--- src/hw/rtl/crrl_ram.sv ---
// generic single write port ram with registered read
module crrl_ram #(
  parameter int WIDTH = 8,
  parameter int DEPTH = 32
) (
  input  logic                     clk_i,
  input  logic                     we_i,
  input  logic [$clog2(DEPTH)-1:0] waddr_i,
  input  logic [WIDTH-1:0]         wdata_i,
  input  logic                     re_i,
  input  logic [$clog2(DEPTH)-1:0] raddr_i,
  output logic [WIDTH-1:0]         rdata_o
);

  logic [WIDTH-1:0] mem_q [DEPTH];
  logic [WIDTH-1:0] rdata_q;

  always_ff @(posedge clk_i) begin
    if (we_i) begin
      mem_q[waddr_i] <= wdata_i;
    end
    if (re_i) begin
      rdata_q <= mem_q[raddr_i];
    end
  end

  assign rdata_o = rdata_q;

endmodule

--- config.mk ---
export PLATFORM = sky130hd
export DESIGN_NAME = crrl_ram
export DESIGN_NICKNAME = d
export VERILOG_FILES = /design/src/hw/rtl/crrl_ram.sv
export SDC_FILE = /design/constraint.sdc
export NUM_CORES = 1
export LEC_CHECK = 0
export ABC_AREA = 1
export BUFFER_PORTS_ARGS = -buffer_cell sky130_fd_sc_hd__buf_2
export CORE_AREA = 2 2 201 163
export CTS_CLUSTER_SIZE = 40
export DETAILED_ROUTE_END_ITERATION = 16
export DIE_AREA = 0 0 203 165
export PLACE_DENSITY = 0.52
export SYNTH_ARGS = -nofsm -noshare
export SYNTH_HDL_FRONTEND = slang
export SYNTH_SLANG_ARGS = --single-unit
--- constraint.sdc ---
create_clock -name clk_i -period 1.6 [get_ports clk_i]
set_input_delay 0.32 -clock clk_i [delete_from_list [all_inputs] [get_ports clk_i]]
set_output_delay 0.32 -clock clk_i [all_outputs]
set_load 0.02 [all_outputs]
==> results.txt <==
synth-to-layout area growth: 16.6%
Post-CTS Setup Inserts: 0
CP max stage cell: edfxtp_1
EDFF count, synth: 264
Rows: 58
Die Ht: 165 microns
worst path buffer plus inverter count: 1
#FFs+latches synth: 264
dominant synthesized flop cell: edfxtp_1
post-synth cell types: 11
first-pass GRT wire length: 42.0 mm
R2R cell count: 8
Reg clk slew, reported paths: 0.06 ns
HP Class: input port to register
Worst setup SP type: register
Leak: 4.72 nW
core area: 31300 sq um
Place WS: -0.160 ns
Pwr per Cell Area: 1130 nW/um^2
synth cell count leaders: nand2_1, edfxtp_1, nand3_1
final wirelength: 27.7 mm
WHS: 0.167 ns
TritonCTS clock tree: built
Crit Path Max Fanout: 1
number of antenna violations at the first check in global routing: 0
Mapped Avg Cell Area: 11.8 sq um
CTS resizes: 0
top-count cell post-synth: nand2_1
Final period util: 95.3%
maximum vdd drop: 0.687 mV
Antenna Diode Count: 0
drt wl/cell: 19.3 microns
Yosys warning count: 0
Iteration-0 DRC Markers: 534
Crit. path cell count: 1
Die X: 203 microns
Crit path largest cell delay: 0.47 ns
Worst-Skew Late Latency: 0.53 ns
Placed Instances: 1389
CTS buffer count: 27
fin area: 12700 sq um
Top delay family on crit path: flip-flops
Finish-stage setup viols: 0
Worst Path Arrival: 1.20 ns
Synth top area share: 73.0%
ys async rst share: 0%
H-tree levels: 1
max-slew violations: 0
Max Buffers Root-to-Sink: 3
# IOs: 29
cts hold-fix bufs: 0
Post-Syn Nets: 943
Worst slew margin: 57.0%
post-layout minimum cycle time: 1.52 ns
largest net degree at the start of global routing: 73
GRT Overall Usage: 16.7%
ratio of cells with drive above 1 in the final layout: 13.1%
vias in the first global route: 6762
Clock Skew: 0.0143 ns
final net count: 1019
remaining antenna violation count: 0
Final WS setup: 0.0752 ns
Post-Synthesis Cells: 922
root buffer selected by CTS: clkbuf_16
clock sink count: 264
Area contributors post-synth: edfxtp_1, nand2_1, nand3_1
Layout Cells excl Fill: 1430
placed instance area: 11900 sq um
vias per inst: 4.88
WP data required: 1.28 ns
Final Hold Fails: 0
Syn Std Cell Area: 10900 sq um
RSZ-0062 raised after global routing: no
die area: 33500 sq um
status: complete, no violations
Slew @ Worst Pin: 0.645 ns
area leader, netlist: edfxtp_1
MaxCap Viol Count: 0
reg2reg setup slack: 0.30 ns
crit path kind: register to output port
sequential fraction of the synthesis area: 73.0%
DR pass1 iterations: 4
Final GP Congestion: 0.793
Critical Path, Cell by Cell: buf_2
total grt overflow: 0
WHS Path Cells: 1
DRC: 0
Starting Density: 34.7%
DP Wirelength: 17.3 mm
fmax: 656 MHz
total power: 0.0143 W
IO buf count: 28
DR vias: 6981
CP endpoint kind: output port
-- metrics by stage --
stage               TNS (ns)  util [%]
CTS                        0      40.5
detailed placement    -0.625      38.2
floorplan                  0         -
global route               0      40.5
global placement      -0.559      38.2
finish                     0      40.5
-- power by group --
group | internal, W | switching [W]
Combinational | 0.000339 | 0.000727
Sequential | 0.00772 | 0.0000375
Clock | 0.00304 | 0.00246
Total | 0.0111 | 0.00322
-- placed cells by master, fill, tap and decap left out --
| cell | instances |
|---|---|
| buf_12 | 22 |
| buf_2 | 27 |
| buf_4 | 50 |
| clkbuf_1 | 5 |
| clkbuf_16 | 27 |
| clkinv_1 | 5 |
| clkinv_2 | 3 |
| edfxtp_1 | 264 |
| inv_1 | 8 |
| inv_2 | 1 |
| inv_4 | 1 |
| inv_6 | 1 |
| nand2_1 | 360 |
| nand3_1 | 204 |
| nor2_1 | 32 |
-- metal layers --
| metal | GRT usage [%] | vias to the layer above | routed length (microns) |
|---|---|---|---|
| li1 | - | 3358 | - |
| met1 | 26.7 | 3398 | 14100 |
| met2 | 24.4 | 199 | 11700 |
| met3 | 2.23 | 26 | 1520 |
| met4 | 2.75 | 0 | 352 |
| met5 | 0 | - | 0 |
-- state kept, by name, summed over array words and instances, names as in the netlist --
signal / flops
rdata_o: 8
mem_q: 256
-- kinds of logic (layout without fill, tap and decap cells) --
group | Yosys count | count (layout) | share of synthesized area, %
buffers and inverters | 62 | 150 | 4.11
DFF | 264 | 264 | 73.0
and+or+nand+nor | 596 | 596 | 22.9
-- final timing paths --
path / start / endpoint
setup / recovery: rdata_o[1] / rdata_o[1]
hold reg to reg: mem_q[6][1] / rdata_o[1]
setup reg to reg: mem_q[26][6] / rdata_o[6]
hold / removal: re_i / rdata_o[0]
-- layout make-up --
cell class,count,area [sq um]
Multi-Input combinational cell,596,2490
Timing Repair Buffer,99,951
Tap cell,420,526
Fill cell,2986,18600
Clock inverter,9,42.5
Sequential cell,264,7930
Inverter,10,40.0
Clock buffer,32,694
Power figures use the tool's default switching activity.
